File: src/rtl/kt_pkg.sv
package kt_pkg;

   localparam int DataW  = 32;
   localparam int OpW    = 33;   // multiplier operand width (signed)
   localparam int NumW   = 56;   // divider dividend width
   localparam int DenW   = 34;   // divider divisor width
   localparam int MulR_W = 44;   // rounded product width

   localparam logic [31:0] ApnReset = 32'd16777;
   localparam logic [31:0] BpnReset = 32'd167772;
   localparam logic [31:0] MnReset  = 32'd1509949;

   localparam logic [1:0] CSR_APN = 2'd0;
   localparam logic [1:0] CSR_BPN = 2'd1;
   localparam logic [1:0] CSR_MN  = 2'd2;

   typedef enum logic [2:0] {
      ST_IDLE,
      ST_SETUP,
      ST_MUL,
      ST_DIV,
      ST_WB,
      ST_OUT
   } state_type;

   typedef enum logic [3:0] {
      OP_DT,
      OP_RATE,
      OP_DP,
      OP_P00,
      OP_P11,
      OP_K0,
      OP_K1,
      OP_ANG,
      OP_BIAS,
      OP_C00,
      OP_C01,
      OP_C10,
      OP_C11
   } op_type;

   function automatic logic signed [31:0] sat32(input logic signed [63:0] v);
      if (v > 64'sd2147483647) begin
         return 32'sh7fffffff;
      end else if (v < -64'sd2147483648) begin
         return 32'sh80000000;
      end
      return v[31:0];
   endfunction

endpackage

File: src/rtl/kalman_tilt_angle_filter.sv
// two-state kalman tilt filter for one axis: fuses a q16.16 accel angle and gyro rate into an
// angle estimate with gyro-bias tracking (covariances and noise settings q8.24). the first item
// after reset only primes the filter and returns zero. arithmetic runs bit-serially on one
// shared shift-add multiplier and one restoring divider, driven by a step sequencer. each
// product or quotient step runs setup, the serial multiply or divide, and writeback. a primed
// item holds req_stall high through all of its steps; when the innovation variance is not
// positive, the gain, correction and covariance update steps are skipped. a priming item
// goes straight to the output stage. the output stage waits only while an earlier result is
// still stalled. req_stall is high while an item is in work; the result sits in an output
// register so the next item is taken while it waits.
module kalman_tilt_angle_filter (
   input  logic                 clock,
   input  logic                 reset,
   input  logic                 req_valid,
   output logic                 req_stall,
   input  logic signed [24:0]   req_accel_angle,
   input  logic signed [27:0]   req_gyro_rate,
   input  logic [15:0]          req_elapsed_ms,
   output logic                 rsp_valid,
   input  logic                 rsp_stall,
   output logic signed [31:0]   rsp_filtered_angle,
   input  logic                 csr_we,
   input  logic [1:0]           csr_index,
   input  logic [31:0]          csr_wdata
);
   import kt_pkg::*;

   state_type state_ff, state_in;
   op_type    op_ff, op_in;

   // configuration
   logic [31:0] apn_ff, bpn_ff, mn_ff;

   // filter state
   logic signed [31:0] ang_ff, ang_in, bias_ff, bias_in;
   logic signed [31:0] p00_ff, p00_in, p01_ff, p01_in, p10_ff, p10_in, p11_ff, p11_in;
   logic               primed_ff, primed_in;

   // latched item and temporaries
   logic signed [24:0] accel_ff;
   logic signed [27:0] rate_ff;
   logic [15:0]        ms_ff;
   logic signed [31:0] dt_ff, dt_in, dp_ff, dp_in, inner_ff, inner_in;
   logic signed [31:0] k0_ff, k0_in, k1_ff, k1_in, innov_ff, innov_in;
   logic signed [31:0] o00_ff, o00_in, o01_ff, o01_in;

   // serial multiplier
   logic [OpW-1:0] ma_ff, ma_in, mb_ff, mb_in, lo_ff, lo_in;
   logic [OpW:0]   hi_ff, hi_in, msum;
   logic           mneg_ff, mneg_in;
   logic [2*OpW:0]            prod;
   logic signed [2*OpW+1:0]   prod_s;
   logic signed [2*OpW+1:0]   prod_r;
   logic signed [MulR_W-1:0]  mul_r;

   // serial divider
   logic [NumW-1:0] num_ff, num_in;
   logic [DenW:0]   rem_ff, rem_in, rem_sh;
   logic [DenW-1:0] den_ff, den_in;
   logic            dneg_ff, dneg_in;
   logic signed [31:0] div_q;

   logic [5:0] cnt_ff, cnt_in;

   logic signed [31:0] rsp_ff, rsp_in;
   logic               rsp_valid_ff, rsp_valid_in;

   // setup operands
   logic signed [OpW-1:0] opa, opb;
   logic                  is_div;
   logic [NumW-1:0]       dnum;
   logic [DenW-1:0]       dden;
   logic                  dsign;
   logic signed [DenW-1:0] s_val;
   logic signed [31:0]    rb;

   assign req_stall          = (state_ff != ST_IDLE);
   assign rsp_valid          = rsp_valid_ff;
   assign rsp_filtered_angle = rsp_ff;

   assign s_val = DenW'(p00_ff) + DenW'(signed'({1'b0, mn_ff}));
   assign rb    = sat32(64'(rate_ff) - 64'(bias_ff));

   // product: magnitude, sign, round half up, floor shift
   assign msum   = hi_ff + (mb_ff[0] ? {1'b0, ma_ff} : '0);
   assign prod   = {hi_ff, lo_ff};
   assign prod_s = mneg_ff ? -signed'({1'b0, prod}) : signed'({1'b0, prod});
   assign prod_r = prod_s + (2*OpW+2)'(32'sd8388608);
   assign mul_r  = prod_r[24 +: MulR_W];

   assign rem_sh = {rem_ff[DenW-1:0], num_ff[NumW-1]};
   assign div_q  = dneg_ff ? sat32(-64'(signed'({8'b0, num_ff})))
                           : sat32(64'(signed'({8'b0, num_ff})));

   // operand select per step
   always_comb begin
      opa    = '0;
      opb    = '0;
      is_div = 1'b0;
      dnum   = '0;
      dden   = '0;
      dsign  = 1'b0;
      unique case (op_ff)
         OP_DT: begin
            is_div = 1'b1;
            dnum   = NumW'({ms_ff, 24'd0}) + NumW'(500);
            dden   = DenW'(1000);
         end
         OP_RATE: begin opa = OpW'(dt_ff); opb = OpW'(rb);       end
         OP_DP:   begin opa = OpW'(dt_ff); opb = OpW'(p11_ff);   end
         OP_P00:  begin opa = OpW'(dt_ff); opb = OpW'(inner_ff); end
         OP_P11:  begin opa = OpW'(dt_ff); opb = signed'({1'b0, bpn_ff}); end
         OP_K0: begin
            is_div = 1'b1;
            dsign  = p00_ff[31];
            dnum   = {NumW'(p00_ff[31] ? -33'(p00_ff) : 33'(p00_ff))} << 24;
            dden   = s_val;
         end
         OP_K1: begin
            is_div = 1'b1;
            dsign  = p10_ff[31];
            dnum   = {NumW'(p10_ff[31] ? -33'(p10_ff) : 33'(p10_ff))} << 24;
            dden   = s_val;
         end
         OP_ANG:  begin opa = OpW'(k0_ff); opb = OpW'(innov_ff); end
         OP_BIAS: begin opa = OpW'(k1_ff); opb = OpW'(innov_ff); end
         OP_C00:  begin opa = OpW'(k0_ff); opb = OpW'(o00_ff);   end
         OP_C01:  begin opa = OpW'(k0_ff); opb = OpW'(o01_ff);   end
         OP_C10:  begin opa = OpW'(k1_ff); opb = OpW'(o00_ff);   end
         OP_C11:  begin opa = OpW'(k1_ff); opb = OpW'(o01_ff);   end
         default: ;
      endcase
   end

   always_comb begin
      state_in     = state_ff;
      op_in        = op_ff;
      ang_in       = ang_ff;
      bias_in      = bias_ff;
      p00_in       = p00_ff;
      p01_in       = p01_ff;
      p10_in       = p10_ff;
      p11_in       = p11_ff;
      primed_in    = primed_ff;
      dt_in        = dt_ff;
      dp_in        = dp_ff;
      inner_in     = inner_ff;
      k0_in        = k0_ff;
      k1_in        = k1_ff;
      innov_in     = innov_ff;
      o00_in       = o00_ff;
      o01_in       = o01_ff;
      ma_in        = ma_ff;
      mb_in        = mb_ff;
      hi_in        = hi_ff;
      lo_in        = lo_ff;
      mneg_in      = mneg_ff;
      num_in       = num_ff;
      rem_in       = rem_ff;
      den_in       = den_ff;
      dneg_in      = dneg_ff;
      cnt_in       = cnt_ff;
      rsp_in       = rsp_ff;
      rsp_valid_in = rsp_valid_ff && rsp_stall;

      unique case (state_ff)
         ST_IDLE: begin
            if (req_valid) begin
               op_in = OP_DT;
               if (primed_ff) begin
                  state_in = ST_SETUP;
               end else begin
                  primed_in = 1'b1;
                  state_in  = ST_OUT;
               end
            end
         end
         ST_SETUP: begin
            cnt_in = '0;
            if (op_ff == OP_K0 && s_val <= 0) begin
               // no usable innovation variance: keep the predicted state
               state_in = ST_OUT;
            end else if (is_div) begin
               num_in   = dnum;
               den_in   = dden;
               rem_in   = '0;
               dneg_in  = dsign;
               state_in = ST_DIV;
            end else begin
               ma_in    = opa[OpW-1] ? -opa : opa;
               mb_in    = opb[OpW-1] ? -opb : opb;
               mneg_in  = opa[OpW-1] ^ opb[OpW-1];
               hi_in    = '0;
               lo_in    = '0;
               state_in = ST_MUL;
            end
         end
         ST_MUL: begin
            hi_in  = {1'b0, msum[OpW:1]};
            lo_in  = {msum[0], lo_ff[OpW-1:1]};
            mb_in  = {1'b0, mb_ff[OpW-1:1]};
            cnt_in = cnt_ff + 6'd1;
            if (cnt_ff == 6'(OpW - 1)) begin
               state_in = ST_WB;
            end
         end
         ST_DIV: begin
            if (rem_sh >= {1'b0, den_ff}) begin
               rem_in = rem_sh - {1'b0, den_ff};
               num_in = {num_ff[NumW-2:0], 1'b1};
            end else begin
               rem_in = rem_sh;
               num_in = {num_ff[NumW-2:0], 1'b0};
            end
            cnt_in = cnt_ff + 6'd1;
            if (cnt_ff == 6'(NumW - 1)) begin
               state_in = ST_WB;
            end
         end
         ST_WB: begin
            state_in = ST_SETUP;
            op_in    = op_type'(op_ff + 4'd1);
            unique case (op_ff)
               OP_DT:   dt_in  = div_q;
               OP_RATE: ang_in = sat32(64'(ang_ff) + 64'(mul_r));
               OP_DP: begin
                  dp_in    = sat32(64'(mul_r));
                  inner_in = sat32(64'(mul_r) - 64'(p10_ff) - 64'(p01_ff)
                                   + 64'(signed'({1'b0, apn_ff})));
               end
               OP_P00: begin
                  p00_in = sat32(64'(p00_ff) + 64'(mul_r));
                  p01_in = sat32(64'(p01_ff) - 64'(dp_ff));
                  p10_in = sat32(64'(p10_ff) - 64'(dp_ff));
               end
               OP_P11:  p11_in = sat32(64'(p11_ff) + 64'(mul_r));
               OP_K0:   k0_in  = div_q;
               OP_K1: begin
                  k1_in    = div_q;
                  innov_in = sat32(64'(accel_ff) - 64'(ang_ff));
                  o00_in   = p00_ff;
                  o01_in   = p01_ff;
               end
               OP_ANG:  ang_in  = sat32(64'(ang_ff) + 64'(mul_r));
               OP_BIAS: bias_in = sat32(64'(bias_ff) + 64'(mul_r));
               OP_C00:  p00_in  = sat32(64'(p00_ff) - 64'(mul_r));
               OP_C01:  p01_in  = sat32(64'(p01_ff) - 64'(mul_r));
               OP_C10:  p10_in  = sat32(64'(p10_ff) - 64'(mul_r));
               OP_C11: begin
                  p11_in   = sat32(64'(p11_ff) - 64'(mul_r));
                  state_in = ST_OUT;
               end
               default: ;
            endcase
         end
         ST_OUT: begin
            // wait for the output register to free up
            if (!rsp_valid_ff || !rsp_stall) begin
               rsp_in       = ang_ff;
               rsp_valid_in = 1'b1;
               state_in     = ST_IDLE;
            end
         end
         default: state_in = ST_IDLE;
      endcase
   end

   always_ff @(posedge clock) begin
      if (reset) begin
         state_ff     <= ST_IDLE;
         op_ff        <= OP_DT;
         primed_ff    <= 1'b0;
         rsp_valid_ff <= 1'b0;
         ang_ff       <= '0;
         bias_ff      <= '0;
         p00_ff       <= '0;
         p01_ff       <= '0;
         p10_ff       <= '0;
         p11_ff       <= '0;
         apn_ff       <= ApnReset;
         bpn_ff       <= BpnReset;
         mn_ff        <= MnReset;
      end else begin
         state_ff     <= state_in;
         op_ff        <= op_in;
         primed_ff    <= primed_in;
         rsp_valid_ff <= rsp_valid_in;
         ang_ff       <= ang_in;
         bias_ff      <= bias_in;
         p00_ff       <= p00_in;
         p01_ff       <= p01_in;
         p10_ff       <= p10_in;
         p11_ff       <= p11_in;
         if (csr_we) begin
            unique case (csr_index)
               CSR_APN: apn_ff <= csr_wdata;
               CSR_BPN: bpn_ff <= csr_wdata;
               CSR_MN:  mn_ff  <= csr_wdata;
               default: ;
            endcase
         end
      end
   end

   // payload and datapath registers
   always_ff @(posedge clock) begin
      if (state_ff == ST_IDLE && req_valid) begin
         accel_ff <= req_accel_angle;
         rate_ff  <= req_gyro_rate;
         ms_ff    <= req_elapsed_ms;
      end
      dt_in_reg: begin
         dt_ff    <= dt_in;
         dp_ff    <= dp_in;
         inner_ff <= inner_in;
         k0_ff    <= k0_in;
         k1_ff    <= k1_in;
         innov_ff <= innov_in;
         o00_ff   <= o00_in;
         o01_ff   <= o01_in;
         ma_ff    <= ma_in;
         mb_ff    <= mb_in;
         hi_ff    <= hi_in;
         lo_ff    <= lo_in;
         mneg_ff  <= mneg_in;
         num_ff   <= num_in;
         rem_ff   <= rem_in;
         den_ff   <= den_in;
         dneg_ff  <= dneg_in;
         cnt_ff   <= cnt_in;
         rsp_ff   <= rsp_in;
      end
   end

endmodule

File: config.mk
export PLATFORM = sky130hd
export DESIGN_NAME = kalman_tilt_angle_filter
export DESIGN_NICKNAME = d
export VERILOG_FILES = /design/src/rtl/kt_pkg.sv /design/src/rtl/kalman_tilt_angle_filter.sv
export SDC_FILE = /design/constraint.sdc
export NUM_CORES = 2
export LEC_CHECK = 0
export BUFFER_PORTS_ARGS = -buffer_cell sky130_fd_sc_hd__buf_2
export CORE_MARGIN = 2
export CORE_UTILIZATION = 40
export CTS_CLUSTER_DIAMETER = 120
export CTS_CLUSTER_SIZE = 20
export DETAILED_ROUTE_END_ITERATION = 8
export HOLD_SLACK_MARGIN = 0.05
export SLEW_MARGIN = 20
export SYNTH_ARGS = -nofsm -noshare
export SYNTH_HDL_FRONTEND = slang
export SYNTH_SLANG_ARGS = --single-unit
File: constraint.sdc
create_clock -name clock -period 10.1 [get_ports clock]
set_input_delay 1.01 -clock clock [delete_from_list [all_inputs] [get_ports clock]]
set_output_delay 1.01 -clock clock [all_outputs]
set_load 0.02 [all_outputs]
==> impl_metrics.toml <==
[outcome]
status = "finished, final reports clean"

[placed_design]
dpl.cell_count = 11200
dp_hpwl_um = 212000
io_buffer_count = 141
gp_congestion = 0.996

[die]
fp.dieW_um = 437
initial_core_util_pct = 40.1
coreArea_mm2 = 0.187
io_pins = 142
rows = 159
die_y_um = 437
fp.dieArea_mm2 = 0.191

[cells_and_area]
area_delta_synth_final_pct = 7.52
final_cells = 11300
post-route-util_pct = 43.1
final_nets = 9517
drive_gt1_share_pct = 6.31

[yosys]
yosysSeqAreaShare_pct = 32.7
syn_inst = 8745
synth_area_leaders = "edfxtp_1 (25%), ha_1 (10%), dfxtp_1 (7.9%)"
synth_warnings = 0
synth_top_area_share_pct = 24.8
synth_edf_count = 621
synthTopCellsByCount = "nand2_1 (810), a21oi_1 (740), nor2_1 (738)"
yosysTopAreaCell = "edfxtp_1"
yosysMostFrequentCell = "nand2_1"
synth.distinct_cells = 95
syn_avg_cell_area_um2 = 8.59
synth_flop_cell = "edfxtp_1"
synthArstFlopShare_pct = 0
synth_area_mm2 = 0.0751
ys_seq_elements = 918

[cts]
path_clk_slew_ns = 0.11
clk_latency_ns = 0.73
cts_buffer_depth = 3
cts_buffers = 53
cts-root-buf = "clkbuf_16"
ctsHtreeMaxLevel = 2
cts_sinks = 918
cts_tree = "built"

[power]
powerDensity_mw_per_mm2 = 194
intPower_uw = 8720
pwr-share-seq_pct = 33.5
power_frac_clock_pct = 15.5
ir_worst_vdd_v = 0.000191
p_comb_share_pct = 50.9
p_leak_uw = 0.0323
p_total_uw = 15700
switching_share_pct = 44.4
p_switching_uw = 6960

[setup_path]
startpoint_type = "flip-flop"
rrSetupSlack_ns = 0.47
rr_endpoint = "p11_ff[7]"
critical-path-max-stage-delay_ns = 0.67
cp-end-kind = "flip-flop"
timing.rr.start = "lo_ff[26]"
critPathKind = "flip-flop to flip-flop"
cpMaxStageDelayCell = "a2111oi_0"
arrival_ns = 10.30
r2r_cells = 30
critPathMaxFanout = 30
worstPathRequired_ns = 10.77

[timing]
worst_slew_pin_slew_ns = 1.11
slew_headroom_pct = 25.6
finalCriticalPeriod_ns = 9.63
hold_viol_final = 0
drv_slew = 0
post-route-period-util_pct = 95.4
fmax_mhz = 104
setup_violations = 0
fin_worst_skew_ns = 0.0403

[detailed_routing]
vias = 67600
wl_per_cell_um = 24.1
firstDrtPassIters = 9
wirelength_um = 271000
first_iter_violations = 7033
ant_nets = 0
via_per_inst = 6.01
drc = 0

[global_route]
grt_pass1_vias = 62500
grt_pass1_wl_um = 401000
grt_max_degree = 81
grt.overflow.total = 0
grt_use_total_pct = 27.3
antenna_found_initial = 10

[min_path]
min_to = "rate_ff[22]"
worstHoldStart = "req_gyro_rate[22]"
worstHoldPathCells = 1
hp-class = "input port to flip-flop"

[flow_run]
cap_viol_max_count = 0
## cell type report
cell class | instances | area (µm²)
Sequential cell | 918 | 24600
Antenna cell | 2 | 5.00
Timing Repair Buffer | 326 | 2140
Fill cell | 18600 | 106000
Tap cell | 2495 | 3120
Clock inverter | 10 | 88.8
Inverter | 593 | 2230
Multi-Input combinational cell | 6823 | 47100
Clock buffer | 89 | 1460
## worst max-delay path, delay by kind of cell (launching register included)
family                     cells  cell delay, ns
and+or+nand+nor                8            2.52
xor gates and xnor gates       3            0.98
AOI/OAI and AO/OA             13            4.12
buffers and inverters          5            0.93
adders and majority gates      1            0.41
DFF                            1            0.54
## layer usage
layer	up-vias	GRT usage (%)	wire length, µm
li1	31900	-	-
met1	32900	38.2	121000
met2	2484	42.3	119000
met3	365	4.21	20500
met4	4	10.1	11200
met5	-	0	34
## how the worst max path moves through the flow
stage / startpoint / end / slack (ns) / cells after the start
after floorplan: p00_ff[1] / num_ff[0] / 1.27 / 21
after global placement: lo_ff[4] / inner_ff[7] / 0.26 / 33
after detailed placement: lo_ff[22] / inner_ff[7] / 0.19 / 33
after CTS: lo_ff[22] / inner_ff[7] / 0.16 / 33
after global routing: lo_ff[10] / p00_ff[18] / -0.03 / 36
final: lo_ff[26] / p11_ff[7] / 0.47 / 30
## cell families after synthesis
logic type | Yosys count | share of synthesized area [%]
muxes | 52 | 0.706
adders and majority gates | 706 | 12.6
and+or+nand+nor | 2741 | 17.6
xor gates and xnor gates | 698 | 8.20
buffers and inverters | 1005 | 5.04
DFF | 918 | 32.7
other | 1 | 0.00499
AOI/OAI and AO/OA | 2624 | 23.1
## sequential cells by signal, indices dropped and copies added, names as in the netlist, 33 cells and up
name    flops
num_ff     56
den_ff     34
rem_ff     34
hi_ff      33
lo_ff      33
ma_ff      33
mb_ff      33
## power by group through the flow
stage	clock, µW	sequential [µW]	combinational, µW
6_report	2430	5260	7990
5_1_grt	2590	5330	8750
4_1_cts	2490	5260	7880
3_5_place_dp	0	5340	7830
3_3_place_gp	0	5330	7740
2_1_floorplan	0	5200	5540
## per-stage QoR
step | setup WS [ns] | cell area [µm²] | hold slack [ns] | setup TNS, ns
finish | 0.467 | 80800 | 0.450 | 0
global route | -0.0278 | 80800 | 0.432 | -0.0486
CTS | 0.159 | 80600 | 0.399 | 0
detailed placement | 0.185 | 79000 | 0.450 | 0
global placement | 0.259 | 79000 | 0.444 | 0
floorplan | 1.27 | 75100 | 0.431 | 0
## cell usage in the layout (no fill, tap or decap), drive strengths merged, types with 40 or more instances in the layout
master,netlist,layout
ha,607,607
nor2b,79,79
nor3,166,166
a222oi,87,87
and2,145,145
nor2,738,738
a211oi,90,90
nand3,152,152
o211ai,40,40
nand3b,52,52
o21ai,508,508
o21bai,75,75
a21o,272,272
or3,117,117
nand2b,86,86
nor4,65,65
edfxtp,621,621
buf,29,325
nand4,86,86
or2,41,41
inv,591,599
a31oi,92,92
nand2,810,810
dfxtp,297,297
o21a,68,68
mux2i,44,44
o31ai,110,110
and3,91,91
a21boi,45,45
xnor2,460,460
clkbuf,383,90
xor2,235,235
a21oi,740,740
fa,87,87
## repair_timing
item	in CTS	in global routing
buffers inserted	0	2
gates resized for setup	0	30
hold buffers	0	0
endpoints found under the setup margin	0	217
(Power assumes the default switching activity.)
